===== config.mk =====
export PLATFORM = sky130hd
export DESIGN_NAME = aging_page_replacer_core
export DESIGN_NICKNAME = d
export VERILOG_FILES = /design/src/rtl/apr_pkg.sv /design/src/rtl/aging_page_replacer_core.sv
export SDC_FILE = /design/constraint.sdc
export NUM_CORES = 1
export LEC_CHECK = 0
export ABC_AREA = 1
export ABC_CLOCK_PERIOD_IN_PS = 9200
export BUFFER_PORTS_ARGS = -buffer_cell sky130_fd_sc_hd__buf_2
export CAP_MARGIN = 10
export CORE_MARGIN = 10
export CORE_UTILIZATION = 57
export DETAILED_ROUTE_END_ITERATION = 10
export PLACE_DENSITY = 0.82
export REMOVE_ABC_BUFFERS = 1
export SETUP_SLACK_MARGIN = 0.02
export SLEW_MARGIN = 30
export SYNTH_ARGS = -nofsm -noshare
export SYNTH_HDL_FRONTEND = slang
export SYNTH_SLANG_ARGS = --single-unit

===== constraint.sdc =====
create_clock -name aclk -period 9.2 [get_ports aclk]
set_input_delay 0.92 -clock aclk [delete_from_list [all_inputs] [get_ports aclk]]
set_output_delay 0.92 -clock aclk [all_outputs]
set_load 0.05 [all_outputs]

===== src/rtl/apr_pkg.sv =====
`default_nettype none
// ----------------------------------------------------------------------------
// apr_pkg
// Shared types and constants for the aging page replacer.
// ----------------------------------------------------------------------------
package apr_pkg;

    localparam int AGE_W        = 8;
    localparam int PAGE_IDX_W   = 3;
    localparam int FRAME_W      = 4;
    localparam int COUNT_W      = 4;
    localparam int REF_W        = 8;

    localparam int DEF_NUM_PAGES  = 8;
    localparam int DEF_NUM_FRAMES = 16;

    localparam logic [COUNT_W-1:0] WSL_RESET = 4'd4;

    localparam logic MODE_ACCESS = 1'b0;
    localparam logic MODE_TICK   = 1'b1;

    typedef struct packed {
        logic                  mode;
        logic [PAGE_IDX_W-1:0] page_index;
        logic [REF_W-1:0]      ref_bits;
    } in_item_t;

    typedef struct packed {
        logic                  hit;
        logic [FRAME_W-1:0]    frame_number;
        logic                  evicted;
        logic [PAGE_IDX_W-1:0] evicted_page;
    } out_item_t;

endpackage
`default_nettype wire


===== src/rtl/aging_page_replacer_core.sv =====
`default_nettype none
// ----------------------------------------------------------------------------
// aging_page_replacer_core
// Aging page replacement over a small set of pages sharing a pool of frames.
// ----------------------------------------------------------------------------
// Takes one item per clock unless stalled: an aging tick (no result) or a page
// access (one result: hit, frame, and the evicted page if any). An item waits
// in the input register, where the search for the resident page with the
// smallest aging counter, the state update and the result are done in one pass
// into the result register. The input register is refilled in the same cycle
// it is consumed, so the block keeps one item per cycle as long as results are
// taken. A stalled result holds back only accesses; ticks still pass. The user
// must write working_set_limit through cfg_wr_en/cfg_wr_data only while the
// block is idle; the block does not enforce it. It resets to 4.
module aging_page_replacer_core
    import apr_pkg::*;
#(
    parameter int NUM_PAGES  = DEF_NUM_PAGES,
    parameter int NUM_FRAMES = DEF_NUM_FRAMES
) (
    input  wire logic               aclk,
    input  wire logic               aresetn,

    input  wire logic               cfg_wr_en,
    input  wire logic [COUNT_W-1:0] cfg_wr_data,

    input  wire logic               s_valid,
    output logic                    s_ready,
    input  wire in_item_t           s_data,

    output logic                    m_valid,
    input  wire logic               m_ready,
    output out_item_t               m_data
);

    localparam logic [COUNT_W-1:0]  PAGES_LIM  = COUNT_W'(NUM_PAGES);
    localparam logic [FRAME_W:0]    FRAMES_LIM = (FRAME_W+1)'(NUM_FRAMES);

    logic [COUNT_W-1:0]    wsl_reg;

    logic                  in_valid_reg;
    in_item_t              in_reg;

    logic [AGE_W-1:0]      age_reg      [NUM_PAGES];
    logic [AGE_W-1:0]      age_next     [NUM_PAGES];
    logic [NUM_PAGES-1:0]  resident_reg;
    logic [NUM_PAGES-1:0]  resident_next;
    logic [FRAME_W-1:0]    frame_reg    [NUM_PAGES];
    logic [FRAME_W-1:0]    frame_next   [NUM_PAGES];
    logic [COUNT_W-1:0]    count_reg;
    logic [COUNT_W-1:0]    count_next;
    logic [FRAME_W-1:0]    free_reg;
    logic [FRAME_W-1:0]    free_next;

    logic                  out_valid_reg;
    logic                  out_valid_next;
    out_item_t             out_reg;
    out_item_t             out_next;

    logic                  idx_ok;
    logic                  produces;
    logic                  proc_en;

    assign idx_ok   = {1'b0, in_reg.page_index} < PAGES_LIM;
    assign produces = (in_reg.mode == MODE_ACCESS) && idx_ok;
    assign proc_en  = in_valid_reg && (!produces || !out_valid_reg || m_ready);
    assign s_ready  = !in_valid_reg || proc_en;
    assign m_valid  = out_valid_reg;
    assign m_data   = out_reg;

    always_comb begin
        logic [AGE_W:0]        best;
        logic [PAGE_IDX_W-1:0] victim;
        logic                  evict;
        logic [FRAME_W-1:0]    frame;
        logic [FRAME_W:0]      free_inc;

        age_next      = age_reg;
        resident_next = resident_reg;
        frame_next    = frame_reg;
        count_next    = count_reg;
        free_next     = free_reg;
        out_next      = out_reg;
        best          = {1'b1, {AGE_W{1'b0}}};
        victim        = '0;
        evict         = 1'b0;
        frame         = free_reg;
        free_inc      = {1'b0, free_reg} + 1'b1;

        // smallest counter among resident pages, ties to the lowest index
        for (int i = 0; i < NUM_PAGES; i++) begin
            if (resident_reg[i] && ({1'b0, age_reg[i]} < best)) begin
                best   = {1'b0, age_reg[i]};
                victim = PAGE_IDX_W'(i);
                evict  = 1'b1;
            end
        end
        if (count_reg < wsl_reg) begin
            evict = 1'b0;
        end
        if (evict) begin
            frame = frame_reg[victim];
        end

        if (in_reg.mode == MODE_TICK) begin
            for (int i = 0; i < NUM_PAGES; i++) begin
                age_next[i] = {in_reg.ref_bits[REF_W-1-i], age_reg[i][AGE_W-1:1]};
            end
        end else if (idx_ok) begin
            if (resident_reg[in_reg.page_index]) begin
                out_next.hit          = 1'b1;
                out_next.frame_number = frame_reg[in_reg.page_index];
                out_next.evicted      = 1'b0;
                out_next.evicted_page = '0;
            end else begin
                if (evict) begin
                    resident_next[victim] = 1'b0;
                    age_next[victim]      = '0;
                end else begin
                    free_next = (free_inc >= FRAMES_LIM) ? '0 : free_inc[FRAME_W-1:0];
                    if (count_reg != {COUNT_W{1'b1}}) begin
                        count_next = count_reg + 1'b1;
                    end
                end
                frame_next[in_reg.page_index]    = frame;
                resident_next[in_reg.page_index] = 1'b1;
                out_next.hit          = 1'b0;
                out_next.frame_number = frame;
                out_next.evicted      = evict;
                out_next.evicted_page = evict ? victim : '0;
            end
        end
    end

    always_comb begin
        if (proc_en && produces) begin
            out_valid_next = 1'b1;
        end else if (m_ready) begin
            out_valid_next = 1'b0;
        end else begin
            out_valid_next = out_valid_reg;
        end
    end

    always_ff @(posedge aclk) begin
        if (!aresetn) begin
            wsl_reg       <= WSL_RESET;
            in_valid_reg  <= 1'b0;
            out_valid_reg <= 1'b0;
            resident_reg  <= '0;
            count_reg     <= '0;
            free_reg      <= '0;
            for (int i = 0; i < NUM_PAGES; i++) begin
                age_reg[i] <= '0;
            end
        end else begin
            if (cfg_wr_en) begin
                wsl_reg <= cfg_wr_data;
            end
            if (s_ready) begin
                in_valid_reg <= s_valid;
            end
            out_valid_reg <= out_valid_next;
            if (proc_en) begin
                resident_reg <= resident_next;
                count_reg    <= count_next;
                free_reg     <= free_next;
                age_reg      <= age_next;
            end
        end
    end

    // payload registers
    always_ff @(posedge aclk) begin
        if (s_valid && s_ready) begin
            in_reg <= s_data;
        end
        if (proc_en) begin
            frame_reg <= frame_next;
        end
        if (proc_en && produces) begin
            out_reg <= out_next;
        end
    end

endmodule
`default_nettype wire


== After elaboration in Yosys (flattened, before gate mapping) ==
Index checks and enable logic that the tools add are counted.
Operators by class
  add/subtract/negate cells: 2
  magnitude comparators: 17
  equal/unequal tests: 2
  multiplexer cells: 52
  bitwise operators: 10
  reductions and logical operators: 27
Operators by type and width (count)
  $mux W64: 3
  $mux W9: 8
  $and A64 B64 Y64: 1
  $not A64 Y64: 1
  $lt A8 B9 Y1: 7
  $bwmux W32: 1
  $mux W8: 4
  $mux W4: 7
  $bmux W4 S3: 2
  $demux W8 S3: 1
  $mux W3: 7
  $mux W1: 15
  $logic_and A1 B1 Y1: 14
  $demux W4 S3: 1
  $and A8 B8 Y8: 1
  $ge A4 B4 Y1 const B: 2
  $lt A3 B4 Y1 const B: 2
  $lt A4 B1 Y1 const B: 2
  $not A3 Y4: 2
  $not A8 Y8: 1
  $or A8 B8 Y8: 1
  $demux W1 S3: 2
  $ge A3 B1 Y1 const B: 2
  $reduce_and A3 Y1: 2
  15 further kinds: 21
Storage, ports and cells
  bits in registers: 139
  input port bits: 21
  output and inout bits: 11
  word-level logic and storage cells: 139

== Logic depth before layout (Yosys ltp) ==
  word-level depth: 32
  mapped depth: 88
  depth with buffers taken out: 79

== Least setup slack after synthesis ==
No wires, ideal clock.
  path kind: reg2reg
  start: reg resident_reg[0]
  end: reg frame_reg[0] (netlist name), data pin
  library setup time: 0.288 ns
  arrival: 9.610 ns
  required time: 8.912 ns
  slack: -0.697 ns
  stages on the path, launching flop included: 76
  path buffers: 9
  period minus slack after synthesis: 9.897 ns
  cell sequence: dfxtp_1 > buf_1 > nand2_1 > ha_1 > nand2_1 > nor2_2 > nand3_2 > nand3_2 > clkbuf_1 > nand2_1 > o21ai_0 > ha_1 > a21oi_1 > nand2_1 > inv_1 > nand2_1 > nand2_1 > nand2_1 > (+40 left out) > nor2_1 > nor2_2 > nand2_4 > clkbuf_1 > clkbuf_1 > o21ai_0 > ha_1 > a21oi_1 > nor2_1 > a211oi_1 > nor2_1 > nor2_1 > nand2_2 > buf_4 > a21oi_2 > nand2_1 > nor2_1 > a21oi_1
On the way
  word-level cells in the longest chain between the ends: 28
  elaborated cells between the ends (all ways): 43
  classes of those cells: 7 x order compare; 28 x mux; 1 x bitwise; 7 x reduce/logical
RTL lines
  from (decl): RTL line aging_page_replacer_core.sv:46  | logic [NUM_PAGES-1:0] resident_reg;
  from (signal assigned): RTL line aging_page_replacer_core.sv:165  | resident_reg <= resident_next;
  $mux W9: RTL line aging_page_replacer_core.sv:92  | if (resident_reg[i] && ({1'b0, age_reg[i]} < best)) begin
  $lt A8 B9 Y1: RTL line aging_page_replacer_core.sv:92
  $logic_and A1 B1 Y1: RTL line aging_page_replacer_core.sv:92
  $mux W9: RTL line aging_page_replacer_core.sv:92
  $lt A8 B9 Y1: RTL line aging_page_replacer_core.sv:92
  $logic_and A1 B1 Y1: RTL line aging_page_replacer_core.sv:92
  $mux W9: RTL line aging_page_replacer_core.sv:92
  $lt A8 B9 Y1: RTL line aging_page_replacer_core.sv:92
  (+11 left out)
  $lt A8 B9 Y1: RTL line aging_page_replacer_core.sv:92
  $logic_and A1 B1 Y1: RTL line aging_page_replacer_core.sv:92
  $mux W3: RTL line aging_page_replacer_core.sv:92
  $not A3 Y4 (not written as such): RTL line aging_page_replacer_core.sv:102  | frame = frame_reg[victim];
  $bmux W4 S3: RTL line aging_page_replacer_core.sv:102
  $mux W4 (not written as such) (2 in series): RTL line aging_page_replacer_core.sv:102
  $mux W4 *: RTL line aging_page_replacer_core.sv:101  | if (evict) begin
  $bwmux W32 *: RTL line aging_page_replacer_core.sv:125  | frame_next[in_reg.page_index] = frame;
  to (signal assigned): RTL line aging_page_replacer_core.sv:179  | frame_reg <= frame_next;
  to (decl): RTL line aging_page_replacer_core.sv:48  | logic [FRAME_W-1:0] frame_reg [NUM_PAGES];
Every way passes the cells marked *; elsewhere a longest branch is shown, timed or not. The select of a mux whose other input is x is not followed.
A chain may end at the register's enable or synchronous reset.

== Worst setup path in the final report ==
  start: reg resident_reg[0]
  end: reg age_reg[59] (netlist name)
On the way
  word-level cells in the longest chain between the ends: 32
  elaborated cells between the ends (all ways): 53
  classes of those cells: 9 x order compare; 1 x eq/ne; 30 x mux; 3 x bitwise; 10 x reduce/logical
RTL lines
  $mux W9: RTL line aging_page_replacer_core.sv:92
  $lt A8 B9 Y1: RTL line aging_page_replacer_core.sv:92
  $logic_and A1 B1 Y1: RTL line aging_page_replacer_core.sv:92
  $mux W9: RTL line aging_page_replacer_core.sv:92
  $lt A8 B9 Y1: RTL line aging_page_replacer_core.sv:92
  $logic_and A1 B1 Y1: RTL line aging_page_replacer_core.sv:92
  $mux W9: RTL line aging_page_replacer_core.sv:92
  $lt A8 B9 Y1: RTL line aging_page_replacer_core.sv:92
  (+16 left out)
  $logic_and A1 B1 Y1 (not written as such): RTL line aging_page_replacer_core.sv:118  | age_next[victim] = '0;
  $mux W8 (not written as such): RTL line aging_page_replacer_core.sv:118
  $demux W8 S3: RTL line aging_page_replacer_core.sv:118
  $not A64 Y64 (no source line)
  $and A64 B64 Y64 (no source line)
  $mux W64: RTL line aging_page_replacer_core.sv:116  | if (evict) begin
  $mux W64: RTL line aging_page_replacer_core.sv:110  | if (resident_reg[in_reg.page_index]) begin
  $mux W64: RTL line aging_page_replacer_core.sv:105  | if (in_reg.mode == MODE_TICK) begin
  to (signal assigned): RTL line aging_page_replacer_core.sv:168  | age_reg <= age_next;
  to (decl): RTL line aging_page_replacer_core.sv:44  | logic [AGE_W-1:0] age_reg [NUM_PAGES];
Parallel ways exist; a longest one is shown, timed or not. The select of a mux whose other input is x is not followed.

==> impl_metrics.json <==
{
  "cp_data_required_time_ns": 9.47,
  "tritoncts.num_buffers": 17,
  "min-delay-path-class": "reg2reg",
  "synth.largest_area_cell": "nand2_1",
  "grt_setup_unrepaired": "true",
  "skew_ns": 0.00938,
  "post_synth_edffs": 53,
  "ys.warnings.count": 0,
  "ioPinCount": 32,
  "setup.worst_path.start_class": "flip-flop",
  "synthesis.area_mm2": 0.00860,
  "hold_slack_ns": 0.469,
  "critical_path.max_stage_delay_ns": 0.40,
  "synth_top_area_cells": "nand2_1, dfxtp_1, edfxtp_1, ha_1, nand3_1",
  "max_ffs_per_register": 64,
  "finalSetupViolations": 86,
  "final-max-slew-violation-count": 0,
  "arrival_ns": 9.71,
  "grt_busiest_layer": "met2",
  "start_util": 0.587,
  "buffer_ports.inserted": 31,
  "place_ws_ns": -0.459,
  "place_inst": 1497,
  "layout_min_cycle_time_ns": 9.44,
  "place.detailed.hpwl_um": 16000,
  "drive_gt1_frac": 0.275,
  "synth_ff_type": "dfxtp_1",
  "die_h_um": 143,
  "post_drt_wl_per_cell_um": 18.6,
  "critical-path-top-cell-by-count": "nand2_1",
  "worstReg2RegEnd": "age_reg[59]",
  "grt_antenna_before_repair": 0,
  "power.static_leakage_nw": 5.08,
  "ys_seq_elements": 139,
  "critPathCaptureType": "flip-flop",
  "grtUsageTotal": 0.231,
  "crit_path_top_delay_cell": "dfxtp_4",
  "postRouteAntennaNets": 0,
  "path_clk_slew_ns": 0.07,
  "async_flop_share": 0,
  "worstMarginPinSlew_ns": 0.939,
  "stdcell_area_mm2": 0.0114,
  "yosys.cell_count.top_type": "nand2_1",
  "avgSynthCellArea_um2": 6.96,
  "finalNonFillerCells": 1568,
  "count_of_h_tree_levels_built_during_cts": 4,
  "clock-sinks": 139,
  "routed_via_density": 6.11,
  "global_route.usage.met3": 0.0498,
  "fp.dieArea_mm2": 0.0204,
  "syn_inst": 1235,
  "violated_checks": "negative setup slack",
  "gr-usage-met2": 0.394,
  "largest_net_degree_at_the_start_of_global_routing": 76,
  "flow.area_growth_from_synthesis_pct": 33.1,
  "run_status": "finished with violations",
  "cts-root-to-sink-buffers": 2,
  "tritoncts": "done",
  "critical_path_fanouts_max": 8,
  "nNetsFinal": 1442,
  "hold_violations": 0,
  "gp_congestion": 0.935,
  "via_count": 9580,
  "timing.final.ws_setup_ns": -0.243,
  "placed_cell_area_mm2": 0.00953,
  "max_slew_margin": 0.374,
  "drc": 0,
  "die_width_um": 143,
  "synth_cell_types": 39,
  "min_period_over_period": 1.03,
  "min_delay_path_depth": 2,
  "max-cap-violations": 0,
  "clk_root_buffer_cell": "clkbuf_16",
  "groute.layer.met1.usage": 0.277,
  "max_clock_freq_mhz": 106,
  "n_antenna_cell": 0,
  "power_per_cell_area_mw_per_mm2": 131,
  "detail_route.wirelength_um": 29200,
  "post-synth-top-area-fraction": 0.203,
  "synth.yosys.seq_area_share": 0.385,
  "r2r_setup_slack_ns": -0.24,
  "detail_route.iter0.violations": 1035,
  "grt_overflow": 0,
  "grt_pass1_vias": 8006,
  "min_to": "wsl_reg[1]",
  "post_synth_most_frequent_cells": "nand2_1, nand3_1, inv_1",
  "finalCoreUtilization": 0.781,
  "vdd_drop_max_mv": 0.147,
  "r2r_cells": 73,
  "placementRows": 44,
  "fp.coreArea_mm2": 0.0146,
  "drt_pre_antenna_iters": 6,
  "hp-start": "wsl_reg[1]",
  "grt_pass1_wl_um": 38500,
  "regToRegStartpoint": "resident_reg[0]",
  "critPathKind": "reg2reg",
  "worst_skew_pair.late_latency_ns": 0.45
}
-- what timing repair did --
action                                  CTS  global route
pin swaps                                 1            69
buffers inserted                          0            17
cloned                                    0            24
hold buffers                              0             0
endpoints found under the setup margin  119           120
resized for setup                        27           216
-- per-stage QoR --
step	setup TNS, ns	total power, mW
after floorplan	-71.47	0.745
after global placement	-11.23	0.800
after detailed placement	-41.02	0.803
after CTS	0	1.45
after global routing	-66.08	1.54
final	-11.49	1.50
-- metal layers --
metal  part of all wire  vias to the layer above  wire length [µm]
met5                  0                        -                 0
met2               0.48                      670             14000
met4              0.048                        0              1410
li1                   -                     4356                 -
met3               0.10                      147              2980
met1               0.37                     4407             10800
-- power by group --
part           switching (mW)  internal (mW)  leakage [nW]
Sequential            0.00768          0.647          1.20
Clock                   0.304          0.353         0.266
Combinational           0.116         0.0699          3.62
-- worst max-delay path, delay by kind of cell, from the launching register on --
| family | cells | cell delay [ns] |
|---|---|---|
| AO/OA/AOI/OAI | 15 | 2.01 |
| adder cells (fa/ha/maj) | 7 | 1.95 |
| buffers and inverters | 9 | 1.07 |
| flip-flops | 1 | 0.40 |
| AND/OR/NAND/NOR | 42 | 3.78 |
-- cell usage in the layout (no fill, tap or decap), types with 4 or more instances in the layout --
master	instances
dfxtp_1	83
ha_4	11
nor2_1	34
o21ai_4	4
buf_2	32
nor2_4	11
o21ai_0	30
edfxtp_1	53
inv_1	102
a21oi_4	7
nand2_4	16
o21ai_2	19
buf_12	6
ha_1	39
nand3_1	118
a221oi_1	4
nand4_1	5
buf_4	91
nand2_1	398
nor3_1	9
a21o_1	4
inv_6	7
clkbuf_16	28
a22oi_1	5
a21oi_1	87
inv_2	13
a21oi_2	14
nand3_4	4
buf_6	18
o21ai_1	17
nand2_2	70
nand3b_1	5
nor2_2	6
-- cells by family (layout without fill, tap and decap cells) --
family                     after synthesis  in the layout  share of synthesized area
AOI/OAI and AO/OA                      204            204                      0.129
adders and majority gates               50             50                     0.0728
buffers and inverters                  167            310                     0.0809
DFF                                    139            139                      0.385
and+or+nand+nor                        675            681                      0.331
-- cell type report --
type                            instances  area, µm²
Multi-Input combinational cell        935       5370
Sequential cell                       139       3320
Fill cell                             890       3200
Timing Repair Buffer                  161       1500
Inverter                              116        462
Clock buffer                           17        425
Tap cell                              184        230
Clock inverter                         15        129
Timing Repair inverter                  1       11.3
-- how the worst max path moves through the flow --
stage	depth (start not counted)	slack [ns]	end	start
floorplan	69	-1.04	age_reg[16]	resident_reg[0]
global placement	57	-0.18	frame_reg[12]	resident_reg[0]
detailed placement	68	-0.46	frame_reg[27]	resident_reg[0]
CTS	71	0.04	age_reg[15]	resident_reg[0]
global route	72	-0.72	age_reg[51]	resident_reg[0]
finish	73	-0.24	age_reg[59]	resident_reg[0]
(Power assumes the default switching activity.)
